## config.mk

```make
export PLATFORM = sky130hd
export DESIGN_NAME = sorted_list_insert_and_dump
export DESIGN_NICKNAME = d
export VERILOG_FILES = /design/src/design/slid_pkg.sv /design/src/design/slid_datapath.sv /design/src/design/slid_ctrl.sv /design/src/design/sorted_list_insert_and_dump.sv
export SDC_FILE = /design/constraint.sdc
export NUM_CORES = 2
export LEC_CHECK = 0
export BUFFER_PORTS_ARGS = -buffer_cell sky130_fd_sc_hd__buf_2
export CAP_MARGIN = 10
export CORE_MARGIN = 10
export CORE_UTILIZATION = 45
export CTS_CLUSTER_SIZE = 30
export DETAILED_ROUTE_END_ITERATION = 8
export PLACE_DENSITY = 0.69
export REMOVE_ABC_BUFFERS = 1
export SETUP_SLACK_MARGIN = 0.4
export SYNTH_ARGS = -nofsm -noshare
export SYNTH_HDL_FRONTEND = slang
export SYNTH_SLANG_ARGS = --single-unit
```

## constraint.sdc

```tcl
create_clock -name clock -period 18.1 [get_ports clock]
set_input_delay 1.81 -clock clock [delete_from_list [all_inputs] [get_ports clock]]
set_output_delay 1.81 -clock clock [all_outputs]
set_load 0.01 [all_outputs]
```

## src/design/slid_pkg.sv

```systemverilog
// Package for the sorted list block: list depth, widths, operation and status codes,
// and the command and status structs between the controller and the datapath.
// Has no dependencies.
package slid_pkg;

   localparam int LIST_DEPTH = 32;
   localparam int VALUE_W    = 32;
   localparam int OCC_W      = $clog2(LIST_DEPTH + 1);

   localparam logic OP_INSERT = 1'b0;
   localparam logic OP_DUMP   = 1'b1;

   typedef enum logic [1:0] {
      STATUS_ENTRY = 2'd0,
      STATUS_EMPTY = 2'd1,
      STATUS_FULL  = 2'd2
   } status_type;

   typedef enum logic [2:0] {
      CMD_NONE,
      CMD_INSERT,
      CMD_FULL,
      CMD_EMPTY,
      CMD_SHIFT
   } cmd_op_type;

   typedef struct packed {
      cmd_op_type op;
   } cmd_type;

   typedef struct packed {
      logic occ_zero;
      logic occ_one;
      logic occ_full;
   } dp_status_type;

endpackage

```

## src/design/slid_datapath.sv

```systemverilog
// Datapath of the sorted list: the row of entry registers, the occupancy count
// and the result register. Depends on slid_pkg for widths, codes and structs.
module slid_datapath (
   input  logic                                clock,
   input  logic                                reset,
   input  slid_pkg::cmd_type                   cmd,
   input  logic signed [slid_pkg::VALUE_W-1:0] ins_value,
   output slid_pkg::dp_status_type             status,
   output logic signed [slid_pkg::VALUE_W-1:0] rsp_sorted_value,
   output logic [1:0]                          rsp_status,
   output logic                                rsp_last
);

   logic signed [slid_pkg::VALUE_W-1:0] entries_ff [slid_pkg::LIST_DEPTH];
   logic signed [slid_pkg::VALUE_W-1:0] entries_in [slid_pkg::LIST_DEPTH];
   logic [slid_pkg::OCC_W-1:0]          occupancy_ff, occupancy_in;
   logic [slid_pkg::LIST_DEPTH-1:0]     lt;
   logic signed [slid_pkg::VALUE_W-1:0] value_ff, value_in;
   slid_pkg::status_type                code_ff, code_in;
   logic                                last_ff, last_in;

   // Each cell compares against the new value; the sorted order makes lt a prefix.
   always_comb begin
      for (int i = 0; i < slid_pkg::LIST_DEPTH; i++) begin
         lt[i] = (slid_pkg::OCC_W'(i) < occupancy_ff) && (entries_ff[i] < ins_value);
      end
   end

   always_comb begin
      for (int i = 0; i < slid_pkg::LIST_DEPTH; i++) begin
         entries_in[i] = entries_ff[i];
      end
      occupancy_in = occupancy_ff;
      value_in     = value_ff;
      code_in      = code_ff;
      last_in      = last_ff;
      case (cmd.op)
         slid_pkg::CMD_INSERT: begin
            if (!lt[0]) begin
               entries_in[0] = ins_value;
            end
            for (int i = 1; i < slid_pkg::LIST_DEPTH; i++) begin
               if (!lt[i]) begin
                  entries_in[i] = lt[i-1] ? ins_value : entries_ff[i-1];
               end
            end
            occupancy_in = occupancy_ff + 1'b1;
         end
         slid_pkg::CMD_SHIFT: begin
            for (int i = 0; i < slid_pkg::LIST_DEPTH - 1; i++) begin
               entries_in[i] = entries_ff[i+1];
            end
            occupancy_in = occupancy_ff - 1'b1;
            value_in     = entries_ff[0];
            code_in      = slid_pkg::STATUS_ENTRY;
            last_in      = status.occ_one;
         end
         slid_pkg::CMD_FULL: begin
            value_in = '0;
            code_in  = slid_pkg::STATUS_FULL;
            last_in  = 1'b1;
         end
         slid_pkg::CMD_EMPTY: begin
            value_in = '0;
            code_in  = slid_pkg::STATUS_EMPTY;
            last_in  = 1'b1;
         end
         default: begin
         end
      endcase
   end

   always_ff @(posedge clock) begin
      for (int i = 0; i < slid_pkg::LIST_DEPTH; i++) begin
         entries_ff[i] <= entries_in[i];
      end
      value_ff <= value_in;
      code_ff  <= code_in;
      last_ff  <= last_in;
      if (reset) begin
         occupancy_ff <= '0;
      end else begin
         occupancy_ff <= occupancy_in;
      end
   end

   assign status.occ_zero = (occupancy_ff == '0);
   assign status.occ_one  = (occupancy_ff == slid_pkg::OCC_W'(1));
   assign status.occ_full = (occupancy_ff == slid_pkg::OCC_W'(slid_pkg::LIST_DEPTH));

   assign rsp_sorted_value = value_ff;
   assign rsp_status       = code_ff;
   assign rsp_last         = last_ff;

   a_occ_bound: assert property (@(posedge clock) disable iff (reset)
      occupancy_ff <= slid_pkg::OCC_W'(slid_pkg::LIST_DEPTH))
      else $error("occupancy exceeds list depth");

   a_insert_grows: assert property (@(posedge clock) disable iff (reset)
      cmd.op == slid_pkg::CMD_INSERT |=> occupancy_ff == $past(occupancy_ff) + 1'b1)
      else $error("insert did not grow the list by one");

endmodule

```

## src/design/slid_ctrl.sv

```systemverilog
// Controller of the sorted list: handshakes and the idle and dump states.
// Depends on slid_pkg for codes and the command and status structs.
module slid_ctrl (
   input  logic                    clock,
   input  logic                    reset,
   input  logic                    req_valid,
   output logic                    req_ready,
   input  logic                    req_operation,
   output logic                    rsp_valid,
   input  logic                    rsp_ready,
   input  slid_pkg::dp_status_type status,
   output slid_pkg::cmd_type       cmd
);

   typedef enum logic {
      IDLE,
      DUMP
   } state_type;

   state_type state_ff, state_in;
   logic      rsp_valid_ff, rsp_valid_in;
   logic      slot_free;

   assign slot_free = !rsp_valid_ff || rsp_ready;
   assign req_ready = (state_ff == IDLE) && slot_free;

   always_comb begin
      state_in     = state_ff;
      rsp_valid_in = rsp_valid_ff && !rsp_ready;
      cmd.op       = slid_pkg::CMD_NONE;
      unique case (state_ff)
         IDLE: begin
            if (req_valid && req_ready) begin
               if (req_operation == slid_pkg::OP_INSERT) begin
                  if (status.occ_full) begin
                     cmd.op       = slid_pkg::CMD_FULL;
                     rsp_valid_in = 1'b1;
                  end else begin
                     cmd.op = slid_pkg::CMD_INSERT;
                  end
               end else if (status.occ_zero) begin
                  cmd.op       = slid_pkg::CMD_EMPTY;
                  rsp_valid_in = 1'b1;
               end else begin
                  state_in = DUMP;
               end
            end
         end
         DUMP: begin
            if (slot_free) begin
               cmd.op       = slid_pkg::CMD_SHIFT;
               rsp_valid_in = 1'b1;
               if (status.occ_one) begin
                  state_in = IDLE;
               end
            end
         end
         default: begin
            state_in = IDLE;
         end
      endcase
   end

   always_ff @(posedge clock) begin
      if (reset) begin
         state_ff     <= IDLE;
         rsp_valid_ff <= 1'b0;
      end else begin
         state_ff     <= state_in;
         rsp_valid_ff <= rsp_valid_in;
      end
   end

   assign rsp_valid = rsp_valid_ff;

   a_dump_not_empty: assert property (@(posedge clock) disable iff (reset)
      state_ff == DUMP |-> !status.occ_zero)
      else $error("dump state entered with an empty list");

   a_no_accept_in_dump: assert property (@(posedge clock) disable iff (reset)
      state_ff == DUMP |-> !req_ready)
      else $error("request accepted during a dump");

   a_result_not_lost: assert property (@(posedge clock) disable iff (reset)
      rsp_valid_ff && !rsp_ready |-> cmd.op == slid_pkg::CMD_NONE
         || cmd.op == slid_pkg::CMD_INSERT)
      else $error("result register overwritten while stalled");

endmodule

```

## src/design/sorted_list_insert_and_dump.sv

```systemverilog
// Top level of the sorted list block: joins the controller and the datapath.
// Depends on slid_pkg, slid_ctrl and slid_datapath.
// An insert is stored on acceptance and a new transaction may follow in the next cycle.
// A dump of n values enters the dump state, then gives one result per cycle while
// the receiver takes them, set by the single read port at the head of the entry row;
// an empty dump and a dropped insert give one result in the cycle after acceptance.
// Reset (synchronous, active high) empties the list and drops any pending result.
module sorted_list_insert_and_dump (
   input  logic                                clock,
   input  logic                                reset,
   input  logic                                req_valid,
   output logic                                req_ready,
   input  logic                                req_operation,
   input  logic signed [slid_pkg::VALUE_W-1:0] req_value,
   output logic                                rsp_valid,
   input  logic                                rsp_ready,
   output logic signed [slid_pkg::VALUE_W-1:0] rsp_sorted_value,
   output logic [1:0]                          rsp_status,
   output logic                                rsp_last
);

   // Commands flow from the controller to the datapath; the occupancy flags flow back.
   slid_pkg::cmd_type       cmd;
   slid_pkg::dp_status_type status;

   // The controller owns both handshakes. A result transaction waits in the
   // datapath's result register, and a new request is only taken once that
   // register is empty or is being emptied in the same cycle, so a request can
   // follow a waiting result without a gap but never overtakes it.
   slid_ctrl u_ctrl (
      .clock         (clock),
      .reset         (reset),
      .req_valid     (req_valid),
      .req_ready     (req_ready),
      .req_operation (req_operation),
      .rsp_valid     (rsp_valid),
      .rsp_ready     (rsp_ready),
      .status        (status),
      .cmd           (cmd)
   );

   // The datapath holds the entries as a row of registers kept in ascending
   // order. An insert compares every cell with the new value at once and
   // shifts those greater than or equal to it up by one; a dump shifts the row down, one value
   // per result transaction, taking the head into the result register.
   slid_datapath u_datapath (
      .clock            (clock),
      .reset            (reset),
      .cmd              (cmd),
      .ins_value        (req_value),
      .status           (status),
      .rsp_sorted_value (rsp_sorted_value),
      .rsp_status       (rsp_status),
      .rsp_last         (rsp_last)
   );

endmodule

```

==> flow_summary.toml <==
[run_status]
status = "finished, final reports clean"

[synthesis]
syn_area_sq_um = 73800
async_reset_ff_share_pct = 0
ys_warn_count = 0
synthCells = 7237
synth_top_cell_by_area = "edfxtp_1"
avgSynthCellArea_sq_um = 10.2
yosysTopAreaCellShare_pct = 43.1
synth_ff_type = "edfxtp_1"
synth-seq-cells = 1067
yosys-top-cells-area = "edfxtp_1 (43%), ha_1 (17%), o211ai_1 (5.7%)"
synth-edff-count = 1059
ys_seq_area_share_pct = 43.3
synth.distinct_cells = 80

[power_and_ir_drop]
ir_drop_v = 0.0000936
p_per_area_nw_per_um2 = 157
leakagePower_nw = 30.8

[clock_network]
htree_levels = 3
cts_tree = "done"
cts.clk_slew.worst_paths_ns = 0.06
cts_sinks = 1067
root_buffer = "clkbuf_16"
cts_resized = 0
ctsHoldBuffers = 0
post_cts_buffers = 0
numCtsBuffers = 119
worstSkewPairLatency_ns = 0.76
clock_path_buffers = 3

[drt]
drt-wirelength-per-cell_um = 26.3
postRouteWirelength_um = 246000
drt_iter0_markers = 8365
drc_errors = 0
drt_pass1_iterations = 7
vias = 61300
antenna_left = 0
viasPerCell = 6.55

[min_path]
hp-class = "flop to flop"

[timing]
post-route-min-period_ns = 6.67
max_freq_mhz = 150
fin_crit_sh_pct = 36.8
worst_pin_slew_ns = 1.30
finClkSkew_ns = 0.0254
slew_viol_final = 0
fin_tns_setup_ns = 0
slew_headroom_pct = 13.2
rsz0062_at_grt = "false"
hold_viol_final = 0
finalSetupViolCount = 0

[global_routing]
grt_overflow = 0
grt_pass1_wl_um = 368000
grt_max_degree = 216
grt_pass1_vias = 59300
grt.total_usage_pct = 26.0
antenna_found_initial = 5

[floorplan]
io_pins = 74
die_w_um = 425
core_sq_um = 163000
die_h_um = 425
start_util_pct = 45.3
die_area_sq_um = 181000
rows = 148

[worst_setup_path]
worstSetupPathType = "input port to flop"
arrival_ns = 7.06
cp_data_required_time_ns = 18.49
cp_slowest_stage_delay_ns = 0.69
crit_buf_inv = 5
critPathSlowestCell = "clkinv_1"
cp_common_cell = "buf_4"
worstPathCellList = "buf_2 > clkinv_1 > buf_4 > ha_1 > nor2_1 > nor4_1 > o2111ai_1 > a211oi_1 > a21oi_1 > o31ai_4 > buf_4 > nand2_1 > nand2_1 > buf_4"
cpLargestDelayFamily = "buffers and inverters"
start_kind = "input port"
critPathMaxFanout = 65
cp-end-kind = "flop"

[cells_and_area]
syn2layout_area_growth_pct = 8.28
fin_nets = 8111
n_antenna_cell = 0
final_common_cell = "nand2_1"
layout_common_cells = "nand2_1 (1,077), edfxtp_1 (1,059), ha_1 (995)"
fin_area_sq_um = 79900
drive_gt1_share_pct = 7.01

[run]
drv_cap = 0

[placed_design]
numPortBuffers = 73
postPlaceCellArea_sq_um = 76300
hpwl_um = 178000
gp_congestion = 0.939
worst min-delay path, delay by kind of cell, from the launching register on:
family	cells	cell delay [ns]
flip-flops	1	0.36
AND/OR/NAND/NOR	1	0.07
AO/OA/AOI/OAI	1	0.06
report_power, final:
part | internal (mW) | switching (mW)
Sequential | 4.23 | 0.947
Combinational | 1.88 | 3.10
Clock | 1.31 | 1.05
Total | 7.43 | 5.10
logic make-up after synthesis:
group / count (synthesis) / share of synthesized area, %
flip-flops: 1067 / 43.3
AO/OA/AOI/OAI: 1943 / 17.8
XOR/XNOR: 5 / 0.0593
multiplexers: 326 / 4.48
AND/OR/NAND/NOR: 2353 / 14.3
buffers and inverters: 548 / 3.13
adder cells (fa/ha/maj): 995 / 16.9
worst paths after layout:
| kind | startpoint | end | slack, ns | cells past startpoint |
|---|---|---|---|---|
| setup / recovery | req_value[3] | u_datapath.entries_ff[1][232]$_DFFE_PP_ | 11.43 | 14 |
| hold / removal | u_ctrl.state_ff$_SDFF_PP0_ | u_ctrl.state_ff$_SDFF_PP0_ | 0.54 | 2 |
| setup reg to reg | u_ctrl.rsp_valid$_SDFF_PP0_ | u_datapath.entries_ff[0][422]$_DFFE_PP_ | 12.53 | 8 |
| hold reg to reg | u_ctrl.state_ff$_SDFF_PP0_ | u_ctrl.state_ff$_SDFF_PP0_ | 0.54 | 2 |
layout make-up:
type | instances | area [sq um]
Sequential cell | 1067 | 32000
Inverter | 56 | 210
Clock buffer | 144 | 3110
Fill cell | 14700 | 83000
Clock inverter | 73 | 526
Multi-Input combinational cell | 5622 | 39900
Tap cell | 2175 | 2720
Timing Repair Buffer | 213 | 1470
cell usage after synthesis (32+ instances only):
master	count
nand2_1	1083
edfxtp_1	1059
ha_1	995
nand3_1	570
o211ai_1	559
a21o_1	336
clkbuf_1	328
a21oi_1	323
mux2i_1	293
nor2_1	280
o21ai_0	271
nand4_1	171
a31oi_1	84
o21ai_1	80
nor3_1	76
buf_2	74
a211oi_1	62
buf_1	57
inv_1	56
nor2b_1	55
nand2b_1	42
o22ai_1	38
mux2_2	32
o32ai_1	32
registers in the layout (all words and copies together), names as in the netlist:
name and cells:
u_datapath.entries_ff 1024, u_datapath.rsp_last 1, u_datapath.occupancy_ff 6, u_datapath.rsp_status 2
u_datapath.rsp_sorted_value 32, u_ctrl.state_ff 1, u_ctrl.rsp_valid 1
per-layer routing:
layer,share of wire (%),wire [um],GRT usage (%),up-vias
li1,-,-,-,27600
met1,41,101000,35.8,29700
met2,44,108000,40.1,3437
met3,9.9,24400,4.12,520
met4,4.9,11900,12.0,8
met5,0.021,51,0,-
metrics by stage:
stage          cells  utilization (%)  setup slack (ns)  hold WS (ns)  total power [mW]
6_report        9350             49.1             11.43         0.542              12.5
5_1_grt         9350             49.1             11.24         0.563              13.2
4_1_cts         9348             49.0             11.40         0.541              12.4
3_5_place_dp    9131             46.8             10.61         0.526              10.0
3_3_place_gp    9131             46.8             10.62         0.508              9.81
2_1_floorplan   6745                -            -11.35         0.452              9.01
Note: power is estimated with default switching activity, not from simulation.
